<file path="src/design/plfr_pkg.sv">
// ----------------------------------------------------------------------------
// plfr_pkg
// Shared types, codes and the CRC step of the parameter load frame receiver.
// ----------------------------------------------------------------------------
package plfr_pkg;

  // Result kinds as seen on the result ports
  localparam logic [1:0] KIND_WRITE = 2'd0;
  localparam logic [1:0] KIND_SAVE  = 2'd1;
  localparam logic [1:0] KIND_REPLY = 2'd2;

  // Configuration register indexes
  localparam logic [1:0] CFG_LOAD_CMD = 2'd0;
  localparam logic [1:0] CFG_SAVE_CMD = 2'd1;
  localparam logic [1:0] CFG_ACK_BYTE = 2'd2;

  localparam logic [7:0] LOAD_CMD_RESET = 8'd1;
  localparam logic [7:0] SAVE_CMD_RESET = 8'd2;
  localparam logic [7:0] ACK_BYTE_RESET = 8'd0;

  // Second byte of every reply: number of code bytes that follow
  localparam logic [7:0] REPLY_CODE_LEN = 8'd2;
  localparam logic [2:0] REPLY_LAST_BEAT = 3'd5;

  localparam logic [15:0] CRC_INIT = 16'hFFFF;

  localparam int unsigned QUEUE_DEPTH_DEFAULT = 4;

  // Work request handed from the front end to the back end
  typedef struct packed {
    logic [1:0]  kind;
    logic [15:0] addr;
    logic [31:0] value;
    logic [7:0]  ack;
    logic [15:0] code;
    logic [15:0] crc;
  } cmd_t;

  // One byte of CRC-16/CCITT-FALSE (poly 0x1021), table-free form
  function automatic logic [15:0] crc_byte(input logic [15:0] crc, input logic [7:0] data);
    logic [7:0] x;
    x = crc[15:8] ^ data;
    x = x ^ {4'd0, x[7:4]};
    return {crc[7:0], 8'd0} ^ {x[3:0], 12'd0} ^ {3'd0, x, 5'd0} ^ {8'd0, x};
  endfunction

endpackage

</file>
<file path="src/design/plfr_front.sv">
// ----------------------------------------------------------------------------
// plfr_front
// Frame parser: walks the command frame one byte at a time and issues
// parameter write, save and reply requests.
// ----------------------------------------------------------------------------
module plfr_front (
  input  logic              clk_i,
  input  logic              rst_ni,
  input  logic              cfg_we_i,
  input  logic [1:0]        cfg_index_i,
  input  logic [7:0]        cfg_data_i,
  input  logic              byte_valid_i,
  input  logic [7:0]        rx_byte_i,
  output logic              req_valid_o,
  output plfr_pkg::cmd_t    req_o
);
  import plfr_pkg::*;

  localparam logic [2:0] PH_IDLE     = 3'd0;
  localparam logic [2:0] PH_CODE_MSB = 3'd1;
  localparam logic [2:0] PH_CODE_LSB = 3'd2;
  localparam logic [2:0] PH_COUNT    = 3'd3;
  localparam logic [2:0] PH_DATA     = 3'd4;
  localparam logic [2:0] PH_CRC1     = 3'd5;
  localparam logic [2:0] PH_CRC2     = 3'd6;

  logic [7:0]  load_cmd_q, save_cmd_q, ack_q;
  logic [2:0]  phase_q, phase_d;
  logic [15:0] code_q, code_d;
  logic [7:0]  count_q, count_d;
  logic [7:0]  index_q, index_d;
  logic [1:0]  nbyte_q, nbyte_d;
  logic [23:0] acc_q, acc_d;
  logic [15:0] crc;

  assign crc = crc_byte(crc_byte(CRC_INIT, code_q[15:8]), code_q[7:0]);

  always_comb begin
    phase_d     = phase_q;
    code_d      = code_q;
    count_d     = count_q;
    index_d     = index_q;
    nbyte_d     = nbyte_q;
    acc_d       = acc_q;
    req_valid_o = 1'b0;
    req_o       = '0;
    req_o.ack   = ack_q;
    req_o.code  = code_q;
    req_o.crc   = crc;
    req_o.addr  = code_q + {8'd0, index_q};
    req_o.value = {acc_q, rx_byte_i};
    if (byte_valid_i) begin
      unique case (phase_q)
        PH_IDLE: begin
          if (rx_byte_i == save_cmd_q) begin
            req_valid_o = 1'b1;
            req_o.kind  = KIND_SAVE;
          end else if (rx_byte_i == load_cmd_q) begin
            phase_d = PH_CODE_MSB;
          end
        end
        PH_CODE_MSB: begin
          code_d  = {rx_byte_i, 8'd0};
          phase_d = PH_CODE_LSB;
        end
        PH_CODE_LSB: begin
          code_d  = {code_q[15:8], rx_byte_i};
          phase_d = PH_COUNT;
        end
        PH_COUNT: begin
          count_d = rx_byte_i;
          index_d = '0;
          nbyte_d = '0;
          acc_d   = '0;
          phase_d = (rx_byte_i == 8'd0) ? PH_CRC1 : PH_DATA;
        end
        PH_DATA: begin
          if (nbyte_q != 2'd3) begin
            acc_d   = {acc_q[15:0], rx_byte_i};
            nbyte_d = nbyte_q + 2'd1;
          end else begin
            req_valid_o = 1'b1;
            req_o.kind  = KIND_WRITE;
            index_d     = index_q + 8'd1;
            nbyte_d     = '0;
            acc_d       = '0;
            if (index_d == count_q) phase_d = PH_CRC1;
          end
        end
        PH_CRC1: phase_d = PH_CRC2;
        PH_CRC2: begin
          req_valid_o = 1'b1;
          req_o.kind  = KIND_REPLY;
          phase_d     = PH_IDLE;
        end
        default: phase_d = PH_IDLE;
      endcase
    end
  end

  always_ff @(posedge clk_i or negedge rst_ni) begin
    if (!rst_ni) begin
      phase_q    <= PH_IDLE;
      code_q     <= '0;
      count_q    <= '0;
      index_q    <= '0;
      nbyte_q    <= '0;
      acc_q      <= '0;
      load_cmd_q <= LOAD_CMD_RESET;
      save_cmd_q <= SAVE_CMD_RESET;
      ack_q      <= ACK_BYTE_RESET;
    end else begin
      phase_q <= phase_d;
      code_q  <= code_d;
      count_q <= count_d;
      index_q <= index_d;
      nbyte_q <= nbyte_d;
      acc_q   <= acc_d;
      if (cfg_we_i) begin
        unique case (cfg_index_i)
          CFG_LOAD_CMD: load_cmd_q <= cfg_data_i;
          CFG_SAVE_CMD: save_cmd_q <= cfg_data_i;
          CFG_ACK_BYTE: ack_q      <= cfg_data_i;
          default: ;
        endcase
      end
    end
  end

endmodule

</file>
<file path="src/design/plfr_queue.sv">
// ----------------------------------------------------------------------------
// plfr_queue
// Short request queue between the frame parser and the result sequencer.
// ----------------------------------------------------------------------------
module plfr_queue #(
  parameter int unsigned Depth = plfr_pkg::QUEUE_DEPTH_DEFAULT
) (
  input  logic              clk_i,
  input  logic              rst_ni,
  input  logic              push_i,
  input  plfr_pkg::cmd_t    data_i,
  output logic              full_o,
  input  logic              pop_i,
  output logic              empty_o,
  output plfr_pkg::cmd_t    data_o
);
  import plfr_pkg::*;

  localparam int unsigned PtrW = (Depth > 1) ? $clog2(Depth) : 1;
  localparam int unsigned CntW = $clog2(Depth + 1);
  localparam logic [PtrW-1:0] LastPtr = PtrW'(Depth - 1);
  localparam logic [CntW-1:0] FullCnt = CntW'(Depth);

  cmd_t            mem_q [Depth];
  logic [PtrW-1:0] wr_ptr_q, rd_ptr_q;
  logic [CntW-1:0] cnt_q;
  logic            do_push, do_pop;

  assign full_o  = (cnt_q == FullCnt);
  assign empty_o = (cnt_q == '0);
  assign data_o  = mem_q[rd_ptr_q];
  assign do_push = push_i && !full_o;
  assign do_pop  = pop_i && !empty_o;

  always_ff @(posedge clk_i or negedge rst_ni) begin
    if (!rst_ni) begin
      wr_ptr_q <= '0;
      rd_ptr_q <= '0;
      cnt_q    <= '0;
    end else begin
      if (do_push) wr_ptr_q <= (wr_ptr_q == LastPtr) ? '0 : wr_ptr_q + PtrW'(1);
      if (do_pop)  rd_ptr_q <= (rd_ptr_q == LastPtr) ? '0 : rd_ptr_q + PtrW'(1);
      if (do_push && !do_pop)      cnt_q <= cnt_q + CntW'(1);
      else if (do_pop && !do_push) cnt_q <= cnt_q - CntW'(1);
    end
  end

  always_ff @(posedge clk_i) begin
    if (do_push) mem_q[wr_ptr_q] <= data_i;
  end

endmodule

</file>
<file path="src/design/plfr_back.sv">
// ----------------------------------------------------------------------------
// plfr_back
// Result sequencer: expands queued requests into result items and holds
// them in the output register.
// ----------------------------------------------------------------------------
module plfr_back (
  input  logic               clk_i,
  input  logic               rst_ni,
  input  logic               req_empty_i,
  input  plfr_pkg::cmd_t     req_i,
  output logic               req_pop_o,
  output logic               empty,
  input  logic               pop,
  output logic [1:0]         kind_o,
  output logic [15:0]        param_address_o,
  output logic signed [31:0] param_value_o,
  output logic [7:0]         reply_byte_o,
  output logic               last_o
);
  import plfr_pkg::*;

  logic        out_valid_q;
  logic        load;
  logic [2:0]  beat_q, beat_d;
  logic [1:0]  kind_d;
  logic [15:0] addr_d;
  logic [31:0] value_d;
  logic [7:0]  rb_d;
  logic        last_d;

  assign empty = !out_valid_q;
  // Refill the output register when it is free or being drained this cycle
  assign load  = (!out_valid_q || pop) && !req_empty_i;

  always_comb begin
    beat_d    = beat_q;
    req_pop_o = 1'b0;
    kind_d    = req_i.kind;
    addr_d    = '0;
    value_d   = '0;
    rb_d      = '0;
    last_d    = 1'b1;
    case (req_i.kind)
      KIND_WRITE: begin
        addr_d  = req_i.addr;
        value_d = req_i.value;
      end
      KIND_REPLY: begin
        case (beat_q)
          3'd0:    rb_d = req_i.ack;
          3'd1:    rb_d = REPLY_CODE_LEN;
          3'd2:    rb_d = req_i.code[15:8];
          3'd3:    rb_d = req_i.code[7:0];
          3'd4:    rb_d = req_i.crc[15:8];
          default: rb_d = req_i.crc[7:0];
        endcase
        last_d = (beat_q == REPLY_LAST_BEAT);
      end
      default: ;
    endcase
    if (load) begin
      if (last_d) begin
        req_pop_o = 1'b1;
        beat_d    = '0;
      end else begin
        beat_d = beat_q + 3'd1;
      end
    end
  end

  always_ff @(posedge clk_i or negedge rst_ni) begin
    if (!rst_ni) begin
      out_valid_q <= 1'b0;
      beat_q      <= '0;
    end else begin
      beat_q <= beat_d;
      if (load)     out_valid_q <= 1'b1;
      else if (pop) out_valid_q <= 1'b0;
    end
  end

  always_ff @(posedge clk_i) begin
    if (load) begin
      kind_o          <= kind_d;
      param_address_o <= addr_d;
      param_value_o   <= signed'(value_d);
      reply_byte_o    <= rb_d;
      last_o          <= last_d;
    end
  end

endmodule

</file>
<file path="src/design/param_load_frame_receiver_unit.sv">
// ----------------------------------------------------------------------------
// param_load_frame_receiver_unit
// Receives parameter load frames byte by byte and issues parameter writes,
// save requests and the reply frame.
// ----------------------------------------------------------------------------
// Bytes are pushed in through a queue-style port (push/full) and results
// are popped from a queue-style port (empty/pop). A byte is taken every clock
// while full is low; the frame parser handles it in the cycle it arrives.
// A parameter write or a save request becomes one result; the second CRC
// byte of a load frame becomes six reply results (ack, 2, code MSB, code
// LSB, CRC MSB, CRC LSB), delivered one per cycle from the output register
// while the consumer keeps popping, so the result side sets the pace. A
// request queue of QueueDepth entries lets the parser keep taking bytes
// while the sequencer drains a reply or the consumer stalls; full rises
// only when that queue fills. The last result caused by one byte carries
// last_o. Configuration (load command, save command, ack byte) is to be
// written through cfg_we_i/cfg_index_i/cfg_data_i only while the block is
// idle; the block does not enforce this. Indexes beyond the register list are ignored.
// ----------------------------------------------------------------------------
module param_load_frame_receiver_unit #(
  parameter int unsigned QueueDepth = plfr_pkg::QUEUE_DEPTH_DEFAULT
) (
  input  logic               clk_i,
  input  logic               rst_ni,
  // configuration write port
  input  logic               cfg_we_i,
  input  logic [1:0]         cfg_index_i,
  input  logic [7:0]         cfg_data_i,
  // byte input
  input  logic               push,
  output logic               full,
  input  logic [7:0]         rx_byte_i,
  // results
  output logic               empty,
  input  logic               pop,
  output logic [1:0]         kind_o,
  output logic [15:0]        param_address_o,
  output logic signed [31:0] param_value_o,
  output logic [7:0]         reply_byte_o,
  output logic               last_o
);
  import plfr_pkg::*;

  logic accept;
  logic req_valid;
  cmd_t req;
  logic q_empty;
  cmd_t q_head;
  logic q_pop;

  // Take a byte whenever the request queue has room for what it may cause
  assign accept = push && !full;

  plfr_front u_front (
    .clk_i        (clk_i),
    .rst_ni       (rst_ni),
    .cfg_we_i     (cfg_we_i),
    .cfg_index_i  (cfg_index_i),
    .cfg_data_i   (cfg_data_i),
    .byte_valid_i (accept),
    .rx_byte_i    (rx_byte_i),
    .req_valid_o  (req_valid),
    .req_o        (req)
  );

  // Hold requests until the sequencer is ready for them
  plfr_queue #(
    .Depth (QueueDepth)
  ) u_queue (
    .clk_i   (clk_i),
    .rst_ni  (rst_ni),
    .push_i  (req_valid),
    .data_i  (req),
    .full_o  (full),
    .pop_i   (q_pop),
    .empty_o (q_empty),
    .data_o  (q_head)
  );

  // Expand requests into result items
  plfr_back u_back (
    .clk_i           (clk_i),
    .rst_ni          (rst_ni),
    .req_empty_i     (q_empty),
    .req_i           (q_head),
    .req_pop_o       (q_pop),
    .empty           (empty),
    .pop             (pop),
    .kind_o          (kind_o),
    .param_address_o (param_address_o),
    .param_value_o   (param_value_o),
    .reply_byte_o    (reply_byte_o),
    .last_o          (last_o)
  );

endmodule
</file>
<file path="config.mk">
export PLATFORM = sky130hd
export DESIGN_NAME = param_load_frame_receiver_unit
export DESIGN_NICKNAME = d
export VERILOG_FILES = /design/src/design/plfr_pkg.sv /design/src/design/plfr_front.sv /design/src/design/plfr_queue.sv /design/src/design/plfr_back.sv /design/src/design/param_load_frame_receiver_unit.sv
export SDC_FILE = /design/constraint.sdc
export NUM_CORES = 1
export LEC_CHECK = 0
export ABC_CLOCK_PERIOD_IN_PS = 4200
export BUFFER_PORTS_ARGS = -buffer_cell sky130_fd_sc_hd__buf_4
export CAP_MARGIN = 5
export CORE_ASPECT_RATIO = 0.6
export CORE_MARGIN = 2
export CORE_UTILIZATION = 55
export DETAILED_ROUTE_END_ITERATION = 8
export HOLD_SLACK_MARGIN = 0.08
export PLACE_DENSITY = 0.75
export SETUP_SLACK_MARGIN = 0.5
export SLEW_MARGIN = 10
export SYNTH_ARGS = -nofsm -noshare
export SYNTH_HDL_FRONTEND = slang
export SYNTH_SLANG_ARGS = --single-unit
</file>
<file path="constraint.sdc">
create_clock -name clk_i -period 4.2 [get_ports clk_i]
set_clock_uncertainty 0.05 [all_clocks]
set_input_delay 0.42 -clock clk_i [delete_from_list [all_inputs] [get_ports clk_i]]
set_output_delay 0.42 -clock clk_i [all_outputs]
set_load 0.01 [all_outputs]
</file>
=== Word-level counts from Yosys, hierarchy flattened ===
Memories as Yosys holds them, arrays and structs flattened.
Cells that the tools add are included.
Widths: inputs -> output; s select.

* Output and inout bits: 61
* Memories kept: 1
* Word-level logic and storage cells: 129
* Bits in writable memories: 360
* Input bits: 23
* Register bits: 155

* Add/subtract/negate cells: 8
* Eq/ne operators: 25
* Multiplexer cells: 33
* Bitwise operators: 11
* Reduce and logical (&&, ||, !) cells: 31

{| class="wikitable"
|+ Memory list
! memory !! words !! bits a word !! rd ports !! clocked after Yosys merged registers in !! wr ports !! line !! text
|-
| u_queue.mem_q || 4 || 90 || 1 || 0 || 1 || plfr_queue.sv:24 || <nowiki>cmd_t mem_q [Depth];</nowiki>
|}

{| class="wikitable"
|+ Operators with widths
! operator !! count
|-
| $pmux 24 s2 || 1
|-
| $pmux 8 s5 || 1
|-
| $pmux 16 s2 || 1
|-
| $xor 16x13->16 || 2
|-
| $xor 16x8->16 || 2
|-
| $eq 8x8->1 || 3
|-
| $mux 24 || 1
|-
| $mux 3 || 7
|-
| $eq 3x3->1 const B || 6
|-
| $pmux 3 s6 || 1
|-
| $add 16x8->16 || 1
|-
| $not 8->8 || 2
|-
| $pmux 8 s2 || 1
|-
| $xor 16x16->16 || 1
|-
| $xor 8x4->8 || 2
|-
| $eq 3x2->1 const B || 4
|-
| $mux 1 || 12
|-
| $reduce_and 2->1 || 6
|-
| $logic_not 3->1 || 3
|-
| $add 8x1->8 const B || 1
|-
| $eq 2x2->1 const B || 4
|-
| $logic_not 8->1 || 1
|-
| $mux 2 || 4
|-
| $mux 8 || 1
|-
| 18 further kinds || 40
|}

=== Depth between registers and ports, before layout ===
Gate-level depths: netlist of run 1.

* Depth in word-level cells: 10
* Gate-level depth with buffers: 12

=== Cells and area by module ===
From an unflattened synthesis of run 1, not the netlist that was laid out.

* Cells, all modules: 1166
* Area, all modules: 21043.9 um^2

{| class="wikitable"
|+ By module, submodules not included
! module !! cells each !! instances !! area each (um^2)
|-
| plfr_queue || 507 || 1 || 13462.9
|-
| plfr_front || 469 || 1 || 4850.9
|-
| plfr_back || 189 || 1 || 2716.4
|-
| param_load_frame_receiver_unit || 1 || 1 || 13.8
|}

=== Worst setup path after synthesis of run 1 ===
Ideal clock, no wire load.

* Kind: input -> register
* From: in rx_byte_i[2]
* To: mem u_queue.mem_q[1][0] (netlist bit), enable pin
* Slack: -0.018 ns
* Arrival: 3.710 ns
* Stages on the path: 7
* Cell sequence: clkbuf_1 > xnor2_1 > nand2_1 > nor4_1 > a21oi_1 > o21bai_2 > and2_1

* Cells in the longest elaborated chain, start to end: 7

{| class="wikitable"
|+ RTL lines
! what !! line !! text
|-
| start, declared || param_load_frame_receiver_unit.sv:32 || <nowiki>input logic [7:0] rx_byte_i,</nowiki>
|-
| $eq 8x8->1 || plfr_front.sv:55 || <nowiki>if (rx_byte_i == save_cmd_q) begin</nowiki>
|-
| $mux 1 || plfr_front.sv:55 ||
|-
| $pmux 1 s3 || plfr_front.sv:53 || <nowiki>unique case (phase_q)</nowiki>
|-
| $mux 1 || plfr_front.sv:52 || <nowiki>if (byte_valid_i) begin</nowiki>
|-
| $logic_and 1x1->1 || plfr_queue.sv:32 || <nowiki>assign do_push = push_i && !full_o;</nowiki>
|-
| named net u_queue.do_push || plfr_queue.sv:27 || <nowiki>logic do_push, do_pop;</nowiki>
|-
| $mux 1 || plfr_queue.sv:49 || <nowiki>if (do_push) mem_q[wr_ptr_q] <= data_i;</nowiki>
|-
| $mux 1 (implied by the code) || plfr_queue.sv:49 ||
|-
| end, declared || plfr_queue.sv:24 ||
|}

The timed path passes the listed nets, and every way through them passes these cells.

=== Worst setup path after layout of run 1 ===
* From: reg u_front.phase_q[1]
* To: reg u_queue.cnt_q[2]

* Cells in the longest elaborated chain, start to end: 7

{| class="wikitable"
|+ RTL lines
! what !! line !! text
|-
| start, declared || plfr_front.sv:28 || <nowiki>logic [2:0] phase_q, phase_d;</nowiki>
|-
| start signal, assigned || plfr_front.sv:113 || <nowiki>phase_q <= phase_d;</nowiki>
|-
| $eq 3x3->1 or $logic_not 3->1 (tied branches) || plfr_front.sv:53 ||
|-
| $pmux 1 s3 * || plfr_front.sv:53 ||
|-
| $mux 1 * || plfr_front.sv:52 ||
|-
| $logic_and 1x1->1 * || plfr_queue.sv:32 ||
|-
| named net u_queue.do_push || plfr_queue.sv:27 ||
|-
| $logic_not 1->1 || plfr_queue.sv:44 || <nowiki>else if (do_pop && !do_push) cnt_q <= cnt_q - CntW'(1);</nowiki>
|-
| $logic_and 1x1->1 || plfr_queue.sv:44 ||
|-
| $reduce_bool 2->1 (no source line) || - ||
|-
| end signal, assigned || plfr_queue.sv:43 || <nowiki>if (do_push && !do_pop) cnt_q <= cnt_q + CntW'(1);</nowiki>
|-
| end signal, assigned || plfr_queue.sv:44 ||
|-
| end, declared || plfr_queue.sv:26 || <nowiki>logic [CntW-1:0] cnt_q;</nowiki>
|}

The timed path passes the listed nets; every way through them passes the cells marked *.
A chain may end at the register's enable or synchronous reset.

==> results of run 1 <==
-- report_power, final --
part	leakage, uW	total, uW	switching [uW]	internal [uW]
Sequential	0.00511	7690	627	7060
Clock	0.000758	4300	1780	2520
Combinational	0.00249	4680	2690	1990
-- worst paths after layout --
check	start	endpoint	slack, ps	cells after the start
worst max-delay path	u_front.phase_q[1]	u_queue.cnt_q[2]	920	11
worst min-delay path	cfg_data_i[2]	u_front.ack_q[2]	100	2
max in group asynchronous	rst_ni	u_front.save_cmd_q[1]	2650	3
worst max register to register	u_front.phase_q[1]	u_queue.cnt_q[2]	920	11
worst min register to register	u_queue.cnt_q[2]	u_queue.cnt_q[2]	470	1
min in group asynchronous	rst_ni	u_front.load_cmd_q[4]	490	2
-- registers in the layout, indices dropped and copies added (netlist names) --
signal	count
u_back.beat_q	3
u_back.kind_o	2
u_back.last_o	1
u_back.out_valid_q	1
u_back.param_address_o	16
u_back.param_value_o	32
u_back.reply_byte_o	8
u_front.acc_q	24
u_front.ack_q	8
u_front.code_q	16
u_front.count_q	8
u_front.index_q	8
u_front.load_cmd_q	8
u_front.nbyte_q	2
u_front.phase_q	3
u_front.save_cmd_q	8
u_queue.cnt_q	3
u_queue.mem_q	360
u_queue.rd_ptr_q	2
u_queue.wr_ptr_q	2
-- routing by layer --
metal  global-route usage (%)  part of all wire [%]  vias up
li1                         -                     -     4623
met1                     36.9                    47     5452
met2                     30.5                    43      502
met3                     3.98                   8.9       51
met4                     4.79                   1.4        0
met5                        0                     0        -
-- Yosys cell counts (all sizes together), types with 4 or more instances --
cell and number:
a21oi 13, nor3 7, a22o 24, a21o 5
a31oi 8, and3 4, a22oi 8, xor2 24
nor2 13, mux4 90, and2 7, nand3 10
ha 21, buf 26, nand3b 5, edfxtp 419
nand2 100, nor2b 53, clkbuf 29, nand2b 4
xnor2 55, nand4 5, o21ai 29, mux2 37
dfrtp 94, inv 20
-- metrics by stage --
step | hold WS, ps | total power [uW] | setup WS (ps) | utilization [%]
floorplan | 74.4 | 10800 | 970 | -
global placement | 424 | 12300 | 1110 | 59.7
detailed placement | 453 | 12500 | 1010 | 59.7
CTS | 82.5 | 16800 | 982 | 64.2
global route | 94.0 | 17400 | 746 | 64.2
finish | 104 | 16700 | 917 | 64.2
-- kinds of logic (layout without fill, tap and decap cells) --
group | Yosys count | after routing | synth area share, %
adders and majority gates | 23 | 23 | 1.47
DFF | 515 | 515 | 72.7
and+or+nand+nor | 220 | 220 | 5.34
muxes | 128 | 128 | 11.9
xor gates and xnor gates | 79 | 79 | 3.36
AOI/OAI and AO/OA | 106 | 106 | 3.59
buffers and inverters | 76 | 220 | 1.66
-- cell type report --
type                       instances  area (sq um)  area share, %
sequential                       515         15000           63.8
clock buffer                      66          1340           5.69
inverter                          21          78.8          0.335
tap                              504           631           2.68
timing repair buffer             115           961           4.09
multi-input combinational        556          5300           22.6
clock inverter                    18           209          0.889
==> flow_metrics.py, run 1 <==
metrics = {
    "global_route": {
        "grt_pass1_wl_microns": 64900,
        "antenna_found_initial": 0,
        "grtUsageTotal_pct": 22.1,
        "grt_pass1_vias": 10507,
        "gr-total-overflow": 0,
        "grt_max_degree": 92,
    },
    "clock_network": {
        "cts_tree": "done",
        "post_cts_buffers": 0,
        "insertion_delay_ps": 560,
        "cts_hold_buf": 9,
        "ctsResizeCount": 0,
        "cts_buffers": 45,
        "ctsRootBufferMaster": "clkbuf_16",
        "cts.sinks": 515,
        "clk_path_buf_depth": 3,
        "cts_max_level": 2,
        "clkTransAtPathRegs_ps": 70,
    },
    "final_layout": {
        "final_common_cell": "edfxtp_1",
        "drive_gt1_share_pct": 24.6,
        "syn2layout_area_growth_pct": 14.1,
        "most-common-layout-cells": "edfxtp_1, buf_4, nand2_1",
        "nFillCells": 2456,
        "nets": 1300,
        "postLayoutCellArea_sq_um": 23500,
        "antennaDiodeCount": 0,
        "final_cells": 1795,
    },
    "power": {
        "power_density_nw_per_um2": 709,
        "power.leakage_uw": 0.00836,
        "ir_drop_mv": 0.539,
    },
    "timing": {
        "hold_viol": 0,
        "tightest_slew_ps": 1070,
        "min_period_ps": 3280,
        "rsz0062_at_grt": "no",
        "finalMaxSlewViolations": 0,
        "slew_headroom_pct": 28.4,
        "fmax_mhz": 305,
        "period_share_pct": 78.2,
        "setup-violations-final": 0,
        "finalSetupTns_ps": 0,
    },
    "worst_setup_path": {
        "required_ps": 4620,
        "worstPathMaxFanout": 14,
        "arrival_ps": 3700,
        "path_buf_inv": 1,
        "start_kind": "flop",
        "critPathSlowestCell": "nor4_1",
        "critPathMaxStageDelay_ps": 550,
        "worst-setup-path-type": "flop to flop",
        "crit_family": "simple AND/OR/NAND/NOR gates",
        "cp-end-kind": "flop",
        "cp_cell_sequence": "nor2_1 -> nand2_1 -> nor4_1 -> a21oi_1 -> o21bai_2 -> ha_1 -> inv_1 -> fa_1 -> xor2_1 -> nor2_1 -> xor2_1",
    },
    "die": {
        "die-height_microns": 154,
        "io_pins": 84,
        "design.die.area_sq_um": 39100,
        "start_util_pct": 56.3,
        "die_w_microns": 254,
        "num_rows": 54,
        "core-area_sq_um": 36600,
    },
    "detailed_routing": {
        "wl_per_cell_microns": 23.3,
        "first_pass_iters": 7,
        "ant_nets": 0,
        "totalWireLength_microns": 41900,
        "num_vias": 10628,
        "drtIter0Drc": 1291,
        "vias_per_cell": 5.92,
        "drc": 0,
    },
    "placed_design": {
        "place_congestion": 0.886,
        "hpwl_microns": 26200,
        "dp_cells": 1702,
        "dpl_cell_area_sq_um": 21900,
        "portBuffers": 83,
    },
    "logic_synthesis": {
        "async_flop_share_pct": 18.6,
        "seq_area_frac_synth_pct": 72.7,
        "synthDistinctLibCells": 58,
        "synth_edf_count": 419,
        "ys.flop_type": "edfxtp_1",
        "synth_top_cell_by_area": "edfxtp_1",
        "synth_top_area_share_pct": 61.0,
        "synth_area_sq_um": 20600,
        "ys_top_cells_by_area": "edfxtp_1, dfrtp_1, mux4_2",
        "ys_seq_elements": 515,
        "postSynthAreaPerCell_sq_um": 18.0,
        "syn_nets": 1193,
        "ys_warn_count": 0,
        "synthCells": 1147,
    },
    "run_status": {
        "status": "finished clean",
    },
    "flow_run": {
        "max-cap-violations": 0,
    },
    "hold_path": {
        "hp-class": "input port to flop",
    },
}
No activity file was read; power rests on OpenSTA's default activity.
==> run 2: changes to the inputs <==
--- a/config.mk
+++ b/config.mk
@@ -5,7 +5,7 @@
 export SDC_FILE = /design/constraint.sdc
 export NUM_CORES = 1
 export LEC_CHECK = 0
-export ABC_CLOCK_PERIOD_IN_PS = 4200
+export ABC_CLOCK_PERIOD_IN_PS = 2700
 export BUFFER_PORTS_ARGS = -buffer_cell sky130_fd_sc_hd__buf_4
 export CAP_MARGIN = 5
 export CORE_ASPECT_RATIO = 0.6
==> constraint.sdc (replaced) <==
create_clock -name clk_i -period 2.7 [get_ports clk_i]
set_clock_uncertainty 0.05 [all_clocks]
set_input_delay 0.27 -clock clk_i [delete_from_list [all_inputs] [get_ports clk_i]]
set_output_delay 0.27 -clock clk_i [all_outputs]
set_load 0.01 [all_outputs]
==> run 2 against run 1 <==
Clock power grew 51%. Wire length rose by 16%. Non-clock buffer count grew 114. Total power increased by 64%.
==> flow_metrics.py, run 2 (synthesis results as in run 1) <==
metrics = {
    "die": {
        "io_pins": 84,
        "die_w_microns": 254,
        "die-height_microns": 154,
        "design.die.area_sq_um": 39100,
        "start_util_pct": 56.3,
        "num_rows": 54,
        "core-area_sq_um": 36600,
    },
    "final_layout": {
        "final_common_cell": "edfxtp_1",
        "antennaDiodeCount": 0,
        "syn2layout_area_growth_pct": 22.8,
        "top_register": "u_queue.mem_q",
        "fin_util_pct": 69.1,
        "largestRegisters": "u_queue.mem_q (360), u_back.param_value_o (32), u_front.acc_q (24)",
        "most-common-layout-cells": "edfxtp_1, buf_4, nand2_1",
        "nets": 1415,
        "largest_reg_flops": 360,
        "postLayoutCellArea_sq_um": 25300,
        "drive_gt1_share_pct": 35.4,
    },
    "clock_network": {
        "cts_max_level": 2,
        "ctsRootBufferMaster": "clkbuf_16",
        "insertion_delay_ps": 580,
        "clkTransAtPathRegs_ps": 70,
        "cts_tree": "done",
        "cts_buffers": 46,
        "cts.sinks": 515,
        "clk_path_buf_depth": 3,
    },
    "detailed_routing": {
        "drc": 0,
        "wl_per_cell_microns": 25.4,
        "vias_per_cell": 5.95,
        "ant_nets": 0,
        "totalWireLength_microns": 48500,
        "drtIter0Drc": 1078,
        "num_vias": 11363,
        "first_pass_iters": 7,
    },
    "timing": {
        "slew_headroom_pct": 38.7,
        "finalSetupTns_ps": 0,
        "setup-violations-final": 0,
        "fmax_mhz": 408,
        "rsz0062_at_grt": "yes",
        "period_share_pct": 90.8,
        "min_period_ps": 2450,
        "finalMaxSlewViolations": 0,
        "tightest_slew_ps": 919,
        "hold_viol": 0,
    },
    "placed_design": {
        "hpwl_microns": 26400,
        "dpl_cell_area_sq_um": 22300,
        "place_congestion": 0.837,
        "portBuffers": 83,
    },
    "hold_path": {
        "hp-class": "input port to flop",
    },
    "worst_setup_path": {
        "cp_cell_sequence": "buf_4 -> mux4_2 -> nand2b_4 -> a21o_4 -> nand2_4 -> ha_4 -> inv_2 -> fa_2 -> mux2_2",
        "worst-setup-path-type": "flop to flop",
        "critPathSlowestCell": "dfrtp_4",
        "arrival_ps": 2860,
        "worstPathMaxFanout": 3,
        "required_ps": 3110,
        "cp-end-kind": "flop",
        "critPathMaxStageDelay_ps": 500,
        "start_kind": "flop",
    },
    "global_route": {
        "grt_pass1_vias": 11185,
        "antenna_found_initial": 0,
        "grt_pass1_wl_microns": 69100,
        "gr-total-overflow": 0,
        "grt_max_degree": 63,
        "grtUsageTotal_pct": 23.9,
    },
    "run_status": {
        "status": "finished clean",
    },
    "power": {
        "ir_drop_mv": 0.620,
        "power.leakage_uw": 0.00915,
        "power_density_nw_per_um2": 1080,
    },
    "flow_run": {
        "max-cap-violations": 0,
    },
}
[run 2: cell count changes in the layout (fill, tap and decap cells not counted), sizes merged]
cell / before / now
buf: 106 / 206
bufinv: 5 / 3
clkbuf: 66 / 68
clkinv: 13 / 26
clkinvlp: 0 / 2
dlygate4sd3: 9 / 11
inv: 21 / 20
[run 2: worst paths after layout]
check                      cells past startpoint                  start  slack (ps)                    end
hold / removal                                 2           rx_byte_i[3]          90   u_queue.mem_q[0][43]
max in group asynchronous                      3                 rst_ni        1600  u_front.save_cmd_q[1]
setup / recovery                               9    u_queue.rd_ptr_q[0]         250       u_queue.cnt_q[1]
min in group asynchronous                      2                 rst_ni         210     u_front.nbyte_q[1]
setup reg to reg                               9    u_queue.rd_ptr_q[0]         250       u_queue.cnt_q[1]
hold reg to reg                                1  u_front.load_cmd_q[2]         480  u_front.load_cmd_q[2]
[run 2: power by group]
| part | internal, uW | leakage (uW) | total (uW) | switching [uW] |
|---|---|---|---|---|
| logic | 4050 | 0.00331 | 9010 | 4960 |
| registers | 11000 | 0.00510 | 11800 | 805 |
| clock network | 3630 | 0.000744 | 6510 | 2880 |
[run 2: final cells by class]
class	instances	area, sq um
flip-flops and latches	515	15000
clock buffers	56	1260
inverters	21	82.6
clock inverters	30	226
well taps	504	631
multi-input cells	556	5660
fillers	2259	11300
repair buffers	229	2440
[run 2: what timing repair did]
| item | CTS | global route |
|---|---|---|
| resized for setup | 43 | 54 |
| pin swaps | 14 | 22 |
| hold buffers | 11 | 0 |
| setup buffers | 21 | 26 |
| gates cloned | 6 | 16 |
| endpoints found under the hold margin | 71 | 0 |
| setup endpoints to repair | 450 | 501 |
[run 2: metrics by stage]
step | power (uW) | hold WS, ps | instances | worst slack [ps]
floorplan | 16800 | -75.6 | 1147 | -243
global placement | 19600 | 283 | 1745 | 146
detailed placement | 19800 | 286 | 1745 | 129
CTS | 26800 | 84.6 | 1869 | 279
global route | 28400 | 88.1 | 1911 | 177
finish | 27300 | 89.0 | 1911 | 249
[run 2: per-layer routing]
| metal | track usage, % | share of wire [%] | up-vias |
|---|---|---|---|
| li1 | - | - | 4856 |
| met1 | 37.4 | 45 | 5934 |
| met2 | 35.2 | 46 | 520 |
| met3 | 5.11 | 8.2 | 53 |
| met4 | 5.01 | 1.3 | 0 |
| met5 | 0 | 0 | - |
[run 2: worst max-delay path: cells and delay by family, from the launching register on]
family	cells	cell delay (ps)
multiplexers	2	760
adder cells (fa/ha/maj)	2	570
flip-flops	1	500
buffers and inverters	2	190
AND/OR/NAND/NOR	2	150
AO/OA/AOI/OAI	1	100
==> run 3: changes to the inputs <==
--- a/config.mk
+++ b/config.mk
@@ -11,10 +11,10 @@
 export CORE_ASPECT_RATIO = 0.6
 export CORE_MARGIN = 2
 export CORE_UTILIZATION = 55
+export CTS_BUF_LIST = sky130_fd_sc_hd__clkbuf_4 sky130_fd_sc_hd__clkbuf_8 sky130_fd_sc_hd__clkbuf_16
 export DETAILED_ROUTE_END_ITERATION = 8
 export HOLD_SLACK_MARGIN = 0.08
 export PLACE_DENSITY = 0.75
-export SETUP_SLACK_MARGIN = 0.5
 export SLEW_MARGIN = 10
 export SYNTH_ARGS = -nofsm -noshare
 export SYNTH_HDL_FRONTEND = slang
==> run 3 against run 2 <==
Combinational power down 14%. Worst setup slack lost 210 ps. Cell count is 3.7% lower. Utilization fell by 3.6 points. Critical endpoint unchanged. Largest cell class unchanged. Highest routed layer is now met5.
==> flow_metrics.py, run 3 (synthesis results as in run 1) <==
metrics = {
    "run_status": {
        "status": "finished clean",
    },
    "timing": {
        "setup-violations-final": 0,
        "setup_slack_ps": 39.6,
        "finalMaxSlewViolations": 0,
        "period_share_pct": 98.5,
        "slew_headroom_pct": 41.3,
        "tightest_slew_ps": 880,
        "fmax_mhz": 376,
        "hold_ws_ps": 99.7,
        "hold_viol": 0,
        "rsz0062_at_grt": "yes",
        "min_period_ps": 2660,
    },
    "die": {
        "start_util_pct": 56.3,
        "num_rows": 54,
        "design.die.area_sq_um": 39100,
        "io_pins": 84,
        "die-height_microns": 154,
        "core-area_sq_um": 36600,
        "die_w_microns": 254,
    },
    "worst_setup_path": {
        "required_ps": 3100,
        "critPathSlowestCell": "or3b_2",
        "path_depth": 8,
        "crit_family": "simple AND/OR/NAND/NOR gates",
        "r2r-end": "u_queue.cnt_q[1]",
        "path_buf_inv": 1,
        "endpoint": "u_queue.cnt_q[1]",
        "arrival_ps": 3060,
        "ff2ff_path_depth": 8,
        "r2r_start": "u_queue.cnt_q[1]",
        "crit_start": "u_queue.cnt_q[1]",
        "start_kind": "flop",
        "cp-end-kind": "flop",
        "worst-setup-path-type": "flop to flop",
        "critPathMaxStageDelay_ps": 490,
        "r2r_slack_ps": 40,
        "worstPathMaxFanout": 6,
        "cp_cell_sequence": "or3b_2 -> and2_4 -> and3_1 -> o21bai_2 -> ha_2 -> inv_2 -> fa_2 -> mux2_2",
    },
    "power": {
        "power.leakage_uw": 0.00863,
        "ir_drop_mv": 0.677,
        "power_density_nw_per_um2": 1090,
    },
    "detailed_routing": {
        "wl_per_cell_microns": 22.5,
        "drc": 0,
        "first_pass_iters": 5,
        "num_vias": 10576,
        "totalWireLength_microns": 41400,
        "ant_nets": 0,
        "vias_per_cell": 5.74,
        "drtIter0Drc": 1116,
    },
    "final_layout": {
        "drive_gt1_share_pct": 28.7,
        "nets": 1348,
        "final_cells": 1841,
        "top_register": "u_queue.mem_q",
        "largestRegisters": "u_queue.mem_q (360), u_back.param_value_o (32), u_front.acc_q (24)",
        "antennaDiodeCount": 0,
        "final_common_cell": "edfxtp_1",
        "most-common-layout-cells": "edfxtp_1, buf_4, nand2_1",
        "largest_reg_flops": 360,
        "syn2layout_area_growth_pct": 16.4,
    },
    "clock_network": {
        "clkTransAtPathRegs_ps": 70,
        "clk_path_buf_depth": 3,
        "cts.sinks": 515,
        "ctsRootBufferMaster": "clkbuf_16",
        "insertion_delay_ps": 560,
        "cts_max_level": 2,
        "cts_buffers": 45,
        "cts_tree": "done",
    },
    "global_route": {
        "use_met1_pct": 34.7,
        "grt_max_degree": 63,
        "grt_busiest_layer": "met1",
        "globalRouteMet2Util_pct": 31.3,
        "grt_pass1_vias": 10610,
        "gr-total-overflow": 0,
        "antenna_found_initial": 1,
        "grtUsageTotal_pct": 21.9,
        "grt_pass1_wl_microns": 63400,
        "use_met3_pct": 4.93,
    },
    "hold_path": {
        "hold_depth": 2,
        "hp-class": "input port to flop",
    },
    "placed_design": {
        "portBuffers": 83,
        "dpl_worst_slack_ps": 46.4,
        "hpwl_microns": 26200,
        "dp_cells": 1743,
        "place_congestion": 0.804,
    },
    "flow_run": {
        "max-cap-violations": 0,
    },
}
## run 3: cell count changes in the layout (fill, tap and decap cells not counted), moves of 9 or more
| cell | change |
|---|---|
| clkinv_2 | -10 |
| buf_4 | -29 |
| clkbuf_4 | +10 |
| xor2_1 | +9 |
| buf_16 | -13 |
| clkbuf_16 | -14 |
## run 3: final cells by class
| type | instances | area [sq um] |
|---|---|---|
| Clock buffer | 62 | 1320 |
| Clock inverter | 20 | 228 |
| Fill cell | 2496 | 12600 |
| Inverter | 21 | 82.6 |
| Multi-Input combinational cell | 556 | 5340 |
| Sequential cell | 515 | 15000 |
| Tap cell | 504 | 631 |
| Timing Repair Buffer | 163 | 1390 |
## run 3: repair_timing
action,CTS,global route
buffers inserted,0,3
endpoints found under the hold margin,87,0
endpoints found under the setup margin,0,2
gates resized for setup,0,9
hold buffers,13,0
## run 3: power by group
group | internal [uW] | switching (uW) | leakage [uW]
clock | 3910 | 2750 | 0.000776
sequential | 11000 | 765 | 0.00511
combinational | 3380 | 4390 | 0.00275
## run 3: layer usage
metal  part of all wire (%)  up-vias
met4                    1.7        2
li1                       -     4716
met1                     47     5440
met2                     44      354
met3                    7.1       64
met5                  0.031        -
## run 3: per-stage QoR
stage,cell area (sq um),util [%],power (uW),TNS [ps]
final,24000,65.5,26200,0
after global routing,24000,65.5,27500,-66.2
after CTS,23900,65.4,26300,0
after detailed placement,22300,60.8,19600,0
after global placement,22300,60.8,19400,0
after floorplan,20600,-,16700,-139020
## run 3: worst min-delay path by stage
stage                                  endpoint         start
after floorplan                u_back.beat_q[0]        rst_ni
after global routing       u_queue.mem_q[3][47]  rx_byte_i[7]
after CTS                  u_queue.mem_q[2][45]  rx_byte_i[5]
final                      u_queue.mem_q[2][43]  rx_byte_i[3]
after global placement    u_front.save_cmd_q[4]        rst_ni
after detailed placement  u_front.save_cmd_q[7]        rst_ni
## run 3: worst reg2reg max path: cells and delay by family (launching register included)
kind                     cells  cell delay [ps]
adder cells (fa/ha/maj)      2              630
multiplexers                 1              260
AO/OA/AOI/OAI                1              220
AND/OR/NAND/NOR              3              900
flip-flops                   1              430
buffers and inverters        1               60
